<file path="config.mk">
export PLATFORM = sky130hd
export DESIGN_NAME = sti_cell
export DESIGN_NICKNAME = d
export VERILOG_FILES = /design/src/sorted_topn_insert_assert.svh /design/src/sti_pkg.sv /design/src/sti_cell.sv
export SDC_FILE = /design/constraint.sdc
export NUM_CORES = 1
export LEC_CHECK = 0
export BUFFER_PORTS_ARGS = -buffer_cell sky130_fd_sc_hd__clkbuf_2
export CAP_MARGIN = 20
export CORE_AREA = 2 2 418 420
export DETAILED_ROUTE_END_ITERATION = 16
export DIE_AREA = 0 0 420 422
export SLEW_MARGIN = 20
export SYNTH_ARGS = -nofsm -noshare
export SYNTH_HDL_FRONTEND = slang
export SYNTH_SLANG_ARGS = --single-unit
</file>
<file path="constraint.sdc">
create_clock -name clk_i -period 5.5 [get_ports clk_i]
set_input_delay 1.1 -clock clk_i [delete_from_list [all_inputs] [get_ports clk_i]]
set_output_delay 1.1 -clock clk_i [all_outputs]
set_load 0.02 [all_outputs]
</file>
<file path="src/sorted_topn_insert_assert.svh">
// assertion macros for the sorted top-n table
// used by sorted_topn_insert, expects clk_i and rst_ni in scope
`ifndef SORTED_TOPN_INSERT_ASSERT_SVH
`define SORTED_TOPN_INSERT_ASSERT_SVH

`ifndef SYNTHESIS

// property that must hold at every clock edge outside reset
`define STI_ASSERT(name, prop) \
  name: assert property (@(posedge clk_i) disable iff (!rst_ni) (prop)) \
    else $error("sorted_topn_insert: check failed");

// condition in one cycle implies a consequence in the next
`define STI_ASSERT_NEXT(name, pre, post) \
  name: assert property (@(posedge clk_i) disable iff (!rst_ni) (pre) |=> (post)) \
    else $error("sorted_topn_insert: check failed");

`else

`define STI_ASSERT(name, prop)
`define STI_ASSERT_NEXT(name, pre, post)

`endif

`endif

</file>
<file path="src/sti_pkg.sv">
// shared types and constants for the sorted top-n table
// no dependencies
package sti_pkg;

  localparam int unsigned TableDepthDefault = 64;
  localparam int unsigned ScoreW            = 32;
  localparam int unsigned DateW             = 63;
  localparam int unsigned NameWordW         = 64;
  localparam int unsigned NameWords         = 4;
  localparam int unsigned IndexW            = 6;
  localparam int unsigned RankW             = 7;

  // request codes
  typedef enum logic {
    ReqInsert = 1'b0,
    ReqRead   = 1'b1
  } req_e;

  // one table entry
  typedef struct packed {
    logic [ScoreW-1:0]                   score;
    logic [DateW-1:0]                    date;
    logic [NameWords-1:0][NameWordW-1:0] name;
  } entry_t;

  // per-cell update control
  typedef struct packed {
    logic take_new;   // load the incoming entry
    logic take_prev;  // load the entry of the upper neighbour
  } cell_ctrl_t;

endpackage

</file>
<file path="src/sti_cell.sv">
// one table cell: holds a single entry and its score compare
// depends on sti_pkg
module sti_cell (
  input  logic               clk_i,
  input  logic               rst_ni,
  input  sti_pkg::cell_ctrl_t ctrl_i,
  input  sti_pkg::entry_t    new_i,
  input  sti_pkg::entry_t    prev_i,
  output sti_pkg::entry_t    entry_o,
  output logic               le_o
);
  import sti_pkg::*;

  entry_t entry_d, entry_q;

  // stored score not greater than the incoming one
  assign le_o = (entry_q.score <= new_i.score);

  // load new entry, shift from neighbour, or hold
  always_comb begin
    entry_d = entry_q;
    if (ctrl_i.take_new) begin
      entry_d = new_i;
    end else if (ctrl_i.take_prev) begin
      entry_d = prev_i;
    end
  end

  // cleared to an empty slot at reset
  always_ff @(posedge clk_i or negedge rst_ni) begin
    if (!rst_ni) begin
      entry_q <= '0;
    end else begin
      entry_q <= entry_d;
    end
  end

  assign entry_o = entry_q;

endmodule

</file>
==> metrics, run 1 <==
main combinational cell family by area after synthesis=multiplexers; required time worst endpoint=4400 ps; Initial Util=0.09740; crit-path cells=clkbuf_2 > inv_1 > ha_1 > a21oi_1 > o21ai_0 > a221oi_1 > a31oi_1 > o21ai_1 > clkbuf_2; clk_lat worst skew=about 630 ps; P_leak=13.43 nW; DR iter-0 viols=1343; max reg flops=351; Slew @ Worst Pin=~910 ps; commonest non-fill, non-tap cell in the layout=clkbuf_2; cell mode on critical path=clkbuf_2; adder-cell share of the synthesized area=0.02378; fillers=19640; Clock Tree Buf Depth=3; GRT Util Overall=0.1267; Syn Area/Cell=10.30 um^2; worst r2r src=entry_o[75]; crit path kind=input port to primary output; Mapped Cells=approximately 1600; initial antenna violation count=158; Power, Total=8.056 mW; crit path DAT=2780 ps; Routed wire per std cell=23.33 um; Synth Area in Compound Gates=0.1129; RSZ-0062 raised after global routing=false; vias per inst=about 3.5; Port-buffer cells=about 1100; post-synthesis mux area share=0.2087; Hold Path Class=input port to asynchronous set/reset pin; DR pass1 iterations=5; multi-input logic area=0.007281 mm^2; Post-Synth XOR/XNOR Area=0; DPL Wire Length=101300 um; DRC Markers=0; Synth top area share=0.5217; critical path's slowest cell=a221oi_1; PwrDens=304.7 mW/mm^2; I/O Pins=about 1100; Slew Limit Headroom=0.3902; crit path launch=new_i[324]; area leader, netlist=dfrtp_1; max-cap check violation count=0; Ys Warns=0; first-pass GRT wire length=between 150000 and 200000 um; setup_tns=0 ps; die area=0.1772 mm^2; vias in the first global route=16600; GPL Wtd Cong=between 0.9 and 1; Synth area leaders=dfrtp_1 (52%), mux2i_1 (21%), o21ai_1 (8.7%); Die W=420 um; Worst Clk Skew=0 ps; final wirelength=about 120000 um; H-tree levels=2; synthesized cell area=between 0.015 and 0.02 mm^2; Worst-path clk slew=60 ps; peak supply drop=about 0.21 mV; synth unique cells=26; clk root buf=clkbuf_16; CP peak stage delay=about 350 ps; fin. max-slew vios=0; TritonCTS clock tree=built; status=finished, final reports clean; commonest non-fill, non-tap cells in the layout=clkbuf_2 (1054), nand2_1 (358), mux2i_1 (351), dfrtp_1 (351), o21ai_1 (291); share of layout cells above drive strength 1=0.4310; postcts setup bufs=0; CP Max Fanout=2; post-cts resize count=0; Core ar.=0.1729 mm^2; Rows=153; sequential fraction of the synthesis area=0.5217; Final setup viols=0; Post-Synth Simple-Gate Area=0.08710; Hold Violations, Final=0; Clock Sinks=351; Inserted Clock Buffers=47; Post-CTS Hold Fix Bufs=0; die height=between 400 and 500 um; pin count of the biggest net entering global routing=141; routed vias=17450; Routed Antenna Nets=0; crit path time final=3878 ps; Synthesized Nets=between 2000 and 2500; fmax=257.9 MHz; Setup crit start kind=input port; synthesized flop and latch total=351; Area Growth Syn to Fin=57.05%; CP Capture Type=primary output; # nets final=3384; Seq. cell area=between 0.008 and 0.009 mm^2; Fin Hold WS=around 360 ps; grt ovf=0; Final period util=0.7051
## final cells by class
class | count | area share
well taps | 2325 | 0.1100
inverters | 33 | 0.004685
clock buffers | 68 | 0.05243
repair buffers | 1079 | 0.2108
multi-input cells | 1134 | 0.2754
clock inverters | 17 | 0.01169
flip-flops and latches | 351 | 0.3322
diodes | 30 | 0.002839
## metal layers
metal  track usage  share of wire  vias to the layer above
met3       0.08604           0.15                      399
met2        0.2024           0.46                      938
met4       0.04329          0.037                      146
li1              -              -                     7721
met5             0         0.0085                        -
met1        0.1313           0.35                     8247
## synth_stat cells (all sizes together)
cell type    n
a2111o       1
a21oi       12
a221oi       3
a31oi        1
and4         2
buf         52
clkbuf      65
dfrtp      351
ha          32
inv         33
mux2i      351
nand2      358
nand2b       1
nand3        4
nand4        7
nor2         2
nor2b        1
nor4         1
o211ai       1
o21ai      356
o31ai        1
## logic make-up after synthesis
kind of cell,Yosys count
simple gates,376
compound gates,375
mux,351
flops,351
buf+inv,150
fa+ha+maj,32
## stage by stage
step | area, um^2 | cells | setup WS [ps] | util
after floorplan | 16840 | 1635 | 2020 | -
after global placement | 24670 | 4922 | 1644 | 0.1427
after detailed placement | 24670 | 4922 | 1638 | 0.1427
after CTS | 26370 | 5007 | 1628 | 0.1525
after global routing | 26390 | 5018 | 1529 | 0.1527
final | 26440 | 5037 | 1622 | 0.1530
## path summary, 6_finish.rpt
kind                           endpoint  slack (ps)  cells after the start
max                                le_o        1620                      9
min                        entry_o[340]         360                      1
max reg2reg                 entry_o[75]        4630                      2
min reg2reg                 entry_o[94]         550                      2
max in group asynchronous  entry_o[153]        3880                      2
min in group clk_i          entry_o[94]         550                      2
## worst max-delay path: cells and delay by family
| kind | cells | cell delay (ps) |
|---|---|---|
| buffers and inverters | 3 | 410 |
| adder cells (fa/ha/maj) | 1 | 330 |
| AO/OA/AOI/OAI | 5 | 920 |
## where the power goes
group | leakage, nW | switching (mW) | internal, mW
sequential | 4.23 | 0.161 | 2.82
combinational | 8.37 | 1.04 | 0.610
clock | 0.826 | 1.34 | 2.08
total | 13.4 | 2.54 | 5.52
Power figures use the tool's default switching activity.
==> run 2, diff against run 1 <==
Clock period 5.5 ns to 3.9 ns, I/O delays scaled along.
==> run 2 against run 1 <==
Effect of this change: final area is 0.52% higher; total power is 36% higher; sequential power is 41% higher; combinational power is 44% higher; largest cell class unchanged; global-route usage is 0.15 points higher.
==> metrics, run 2 (synthesis results as in run 1) <==
fin. max-slew vios=0; postcts setup bufs=0; clk_lat worst skew=roughly 630 ps; CP Max Fanout=3; Final period util=0.8460; peak supply drop=between 0.2 and 0.3 mV; Final Instance Area=around 0.027 mm^2; vias per inst=3.502; GPL Wtd Cong=approximately 1; Power, Total=about 11 mW; commonest non-fill, non-tap cell in the layout=clkbuf_2; Slew Limit Headroom=0.3790; Final setup viols=0; grt ovf=0; Clock Sinks=351; initial antenna violation count=165; DPL Wire Length=102900 um; Die W=420 um; PwrDens=about 410 mW/mm^2; DRC Markers=0; pin count of the biggest net entering global routing=93; I/O Pins=roughly 1100; final wirelength=118700 um; DR pass1 iterations=5; Routed Antenna Nets=0; RSZ-0062 raised after global routing=false; share of layout cells above drive strength 1=0.4333; crit path launch=entry_o[330]; # nets final=3406; Worst-path clk slew=60 ps; crit path time final=~3300 ps; Port-buffer cells=approximately 1100; worst r2r src=entry_o[75]; vias in the first global route=16910; crit path kind=flip-flop to primary output; Initial Util=0.09740; CP Capture Type=primary output; dpl cells=4945; required time worst endpoint=3120 ps; fmax=303.1 MHz; Slew @ Worst Pin=just over 900 ps; P_leak=13.49 nW; TritonCTS clock tree=built; max-cap check violation count=0; first-pass GRT wire length=152200 um; clk root buf=clkbuf_16; setup_tns=0 ps; Worst Clk Skew=0 ps; commonest non-fill, non-tap cells in the layout=clkbuf_2 (1054), nand2_1 (358), mux2i_1 (351), dfrtp_1 (351), o21ai_1 (291); Core ar.=between 0.15 and 0.2 mm^2; Setup crit start kind=flip-flop; Hold Path Class=input port to asynchronous set/reset pin; post-cts resize count=0; Post-Layout Cell Count=5067; GRT Util Overall=0.1282; Routed wire per std cell=between 20 and 25 um; max reg flops=351; DR iter-0 viols=1277; Area Growth Syn to Fin=57.87%; Inserted Clock Buffers=46; crit path DAT=between 2000 and 3000 ps; Final Core Density=0.1538; routed vias=17740; die area=0.1772 mm^2; status=finished, final reports clean; Cell Area, Placed=0.02496 mm^2; Hold Violations, Final=0; Rows=153; Clock Tree Buf Depth=3; Post-CTS Hold Fix Bufs=0; die height=422 um; H-tree levels=2
[run 2: where the power goes]
| group | internal, mW | switching, mW |
|---|---|---|
| Sequential | 3.98 | 0.232 |
| Combinational | 0.886 | 1.48 |
| Clock | 2.54 | 1.87 |
[run 2: path summary, 6_finish.rpt]
kind / to / slack (ps) / depth (start not counted)
worst max register to register: entry_o[75] / 3050 / 2
worst max-delay path: le_o / 600 / 6
worst min register to register: entry_o[31] / 550 / 2
min in group clk_i: entry_o[30] / 340 / 3
max in group asynchronous: entry_o[240] / 2730 / 2
worst min-delay path: entry_o[341] / 170 / 1
[run 2: cell type report]
type,instances,area (um^2)
timing repair buffer,1102,5858
fill,19620,146300
clock buffer,66,1308
clock inverter,14,211.5
inverter,33,123.9
tap,2325,2909
multi-input combinational,1134,7281
antenna,42,105.1
sequential,351,8783
[run 2: critical path: stages, from the launching register on]
cell	delay, ps
dfrtp_1	410
ha_1	330
nand4_1	240
a2111o_1	420
a31oi_1	170
o21ai_1	90
clkbuf_2	210
[run 2: metal layers]
layer / wire (um) / GRT usage
met1: 39510 / 0.1327
met2: 54030 / 0.2057
met3: 19030 / 0.08483
met4: 5200 / 0.04610
met5: 972 / 0
[run 2: stage by stage]
| stage | hold WS (ps) | worst slack [ps] |
|---|---|---|
| finish | 167.4 | 600.5 |
| global route | 190.4 | 446.9 |
| CTS | 133.4 | 513.9 |
| detailed placement | 539.8 | 726.1 |
| global placement | 529.4 | 680.8 |
| floorplan | 484.4 | 1060 |
==> run 3, diff against run 2 <==
Settings changed: ABC_AREA set to 1, CORE_AREA 2 2 418 420 to 2 2 415 417, DIE_AREA 0 0 420 422 to 0 0 417 419.
Clock period 3.9 ns to 3.2 ns, I/O delays scaled along.
==> run 3 against run 2 <==
Effect of this change: count of clock-buffer cells in the layout fell by 3; setup slack got worse by 430 ps; combinational power rose by 21%; largest power group unchanged; highest routed layer unchanged.
==> metrics, run 3 <==
CP Max Fanout=3; Clock Tree Buf Depth=3; die height=419 um; count leader, synth=nand2_1; vias per inst=3.689; multi-input logic area=0.006837 mm^2; H-tree levels=2; Power, Total=13.66 mW; routed vias=roughly 20000; worst r2r src=entry_o[239]; PwrDens=522.7 mW/mm^2; Synth top area share=0.5302; TritonCTS clock tree=built; first-pass GRT wire length=~160000 um; status=finished, final reports clean; DRC Markers=0; pin count of the biggest net entering global routing=96; crit path launch=entry_o[322]; sequential fraction of the synthesis area=0.5302; Post-Layout Cell Count=5315; hold path startpoint=new_i[171]; commonest non-fill, non-tap cells in the layout=clkbuf_2 (1054), nand2_1 (705), nand3_1 (673); CP Capture Type=primary output; P_leak=13.22 nW; FF-to-FF End=entry_o[239]; commonest non-fill, non-tap cell in the layout=clkbuf_2; Die W=approximately 420 um; dpl cells=5202; fillers=19560; Worst-path clk slew=about 60 ps; Seq. cell area=a little under 0.009 mm^2; DPL Wire Length=a little under 100000 um; crit path DAT=around 2400 ps; Final period util=0.9473; Slew @ Worst Pin=839.4 ps; Initial Util=0.09711; Worst Clk Skew=0 ps; crit path time final=3031 ps; die area=about 0.17 mm^2; RSZ-0062 raised after global routing=false; Area Growth Syn to Fin=57.76%; # nets final=3758; synthesized cell area=0.01657 mm^2; setup_tns=0 ps; Ys Warns=0; fin. max-slew vios=0; Routed Antenna Nets=0; crit path kind=flip-flop to primary output; Setup crit start kind=flip-flop; clk root buf=clkbuf_16; Hold Violations, Final=0; Slew Limit Headroom=0.4404; Rows=approximately 150; ys async rst share=1.000; DR pass1 iterations=5; Synth area leaders=dfrtp_1 (53%), nand3_1 (20%), nand2_1 (16%); Mapped Cells=2019; I/O Pins=about 1100; Synthesized Nets=about 2800; Clock Sinks=351; synthesized flop and latch total=351; GRT Util Overall=0.1303; DR iter-0 viols=1578; Hold Path Class=input port to flip-flop; Inserted Clock Buffers=48; required time worst endpoint=2560 ps; Reg2Reg Depth=2; Final setup viols=0; max-cap check violation count=0; Synth Flop Type=dfrtp_1; grt ovf=0; GPL Wtd Cong=between 0.9 and 1; max reg flops=351; Routed wire per std cell=22.56 um; postcts setup bufs=0; fmax=about 330 MHz; vias in the first global route=between 15000 and 20000; final wirelength=119900 um; Core ar.=0.1706 mm^2; Post-synth EDFFs=0; Syn Area/Cell=8.205 um^2; initial antenna violation count=107; most frequent cells after synthesis=nand2_1 (705), nand3_1 (673), dfrtp_1 (351), buf_2 (127), inv_1 (38); flop2flop setup slack=2430 ps; crit path to=le_o; peak supply drop=between 0.3 and 0.4 mV; Port-buffer cells=about 1100; synth unique cells=21; share of layout cells above drive strength 1=0.3895; clk_lat worst skew=roughly 630 ps; area leader, netlist=dfrtp_1
[run 3: power breakdown]
group | total, mW | internal (mW) | switching (mW)
logic | 2.86 | 0.971 | 1.89
clock network | 5.64 | 3.20 | 2.44
registers | 5.16 | 4.86 | 0.297
[run 3: final cells by class]
| type | count | area share |
|---|---|---|
| Multi-Input combinational cell | 1474 | 0.2616 |
| Tap cell | 2233 | 0.1069 |
| Clock inverter | 25 | 0.009000 |
| Timing Repair Buffer | 1106 | 0.2259 |
| Inverter | 39 | 0.005889 |
| Clock buffer | 63 | 0.05237 |
| Antenna cell | 24 | 0.002298 |
| Sequential cell | 351 | 0.3361 |
[run 3: per-layer routing]
layer	track usage	part of all wire
met1	0.1350	0.34
met2	0.2145	0.47
met3	0.06803	0.12
met4	0.06571	0.057
met5	0.005557	0.0053
[run 3: what timing repair did]
action                     in CTS  in global routing
hold endpoints to repair       18                  0
resized for setup               0                  1
hold buffers                    1                  0
setup endpoints to repair       0                  1
[run 3: worst min path at each step]
stage                              end  slack, ps  cells past startpoint
final                     entry_o[171]        190                      3
after global routing      entry_o[290]        140                      3
after CTS                 entry_o[202]        100                      3
after detailed placement  entry_o[255]        470                      2
after global placement     entry_o[32]        460                      2
after floorplan             entry_o[0]        340                      0
[run 3: logic make-up after synthesis]
group | Yosys count | share of synthesized area
flops | 351 | 0.5302
simple gates | 1392 | 0.3680
buf+inv | 194 | 0.05740
fa+ha+maj | 32 | 0.02417
compound gates | 50 | 0.02024
[run 3: critical path, stage by stage, from the launching register on]
cell	delay, ps
dfrtp_1	410
ha_1	310
a21oi_1	390
nand2_1	100
nand2_1	70
nand2_1	50
nand2_1	50
nand2_1	50
nand2_1	60
nand2_1	40
nand2_1	70
clkbuf_2	170
[run 3: through the flow]
step | worst slack [ps] | area [um^2] | hold WS, ps | util
detailed placement | 482.9 | 24460 | 467.9 | 0.1434
CTS | 105.0 | 26070 | 98.59 | 0.1528
floorplan | 860.2 | 16570 | 344.4 | -
global route | 5.653 | 26100 | 138.8 | 0.1530
global placement | 443.8 | 24460 | 463.8 | 0.1434
finish | 168.8 | 26140 | 186.0 | 0.1532
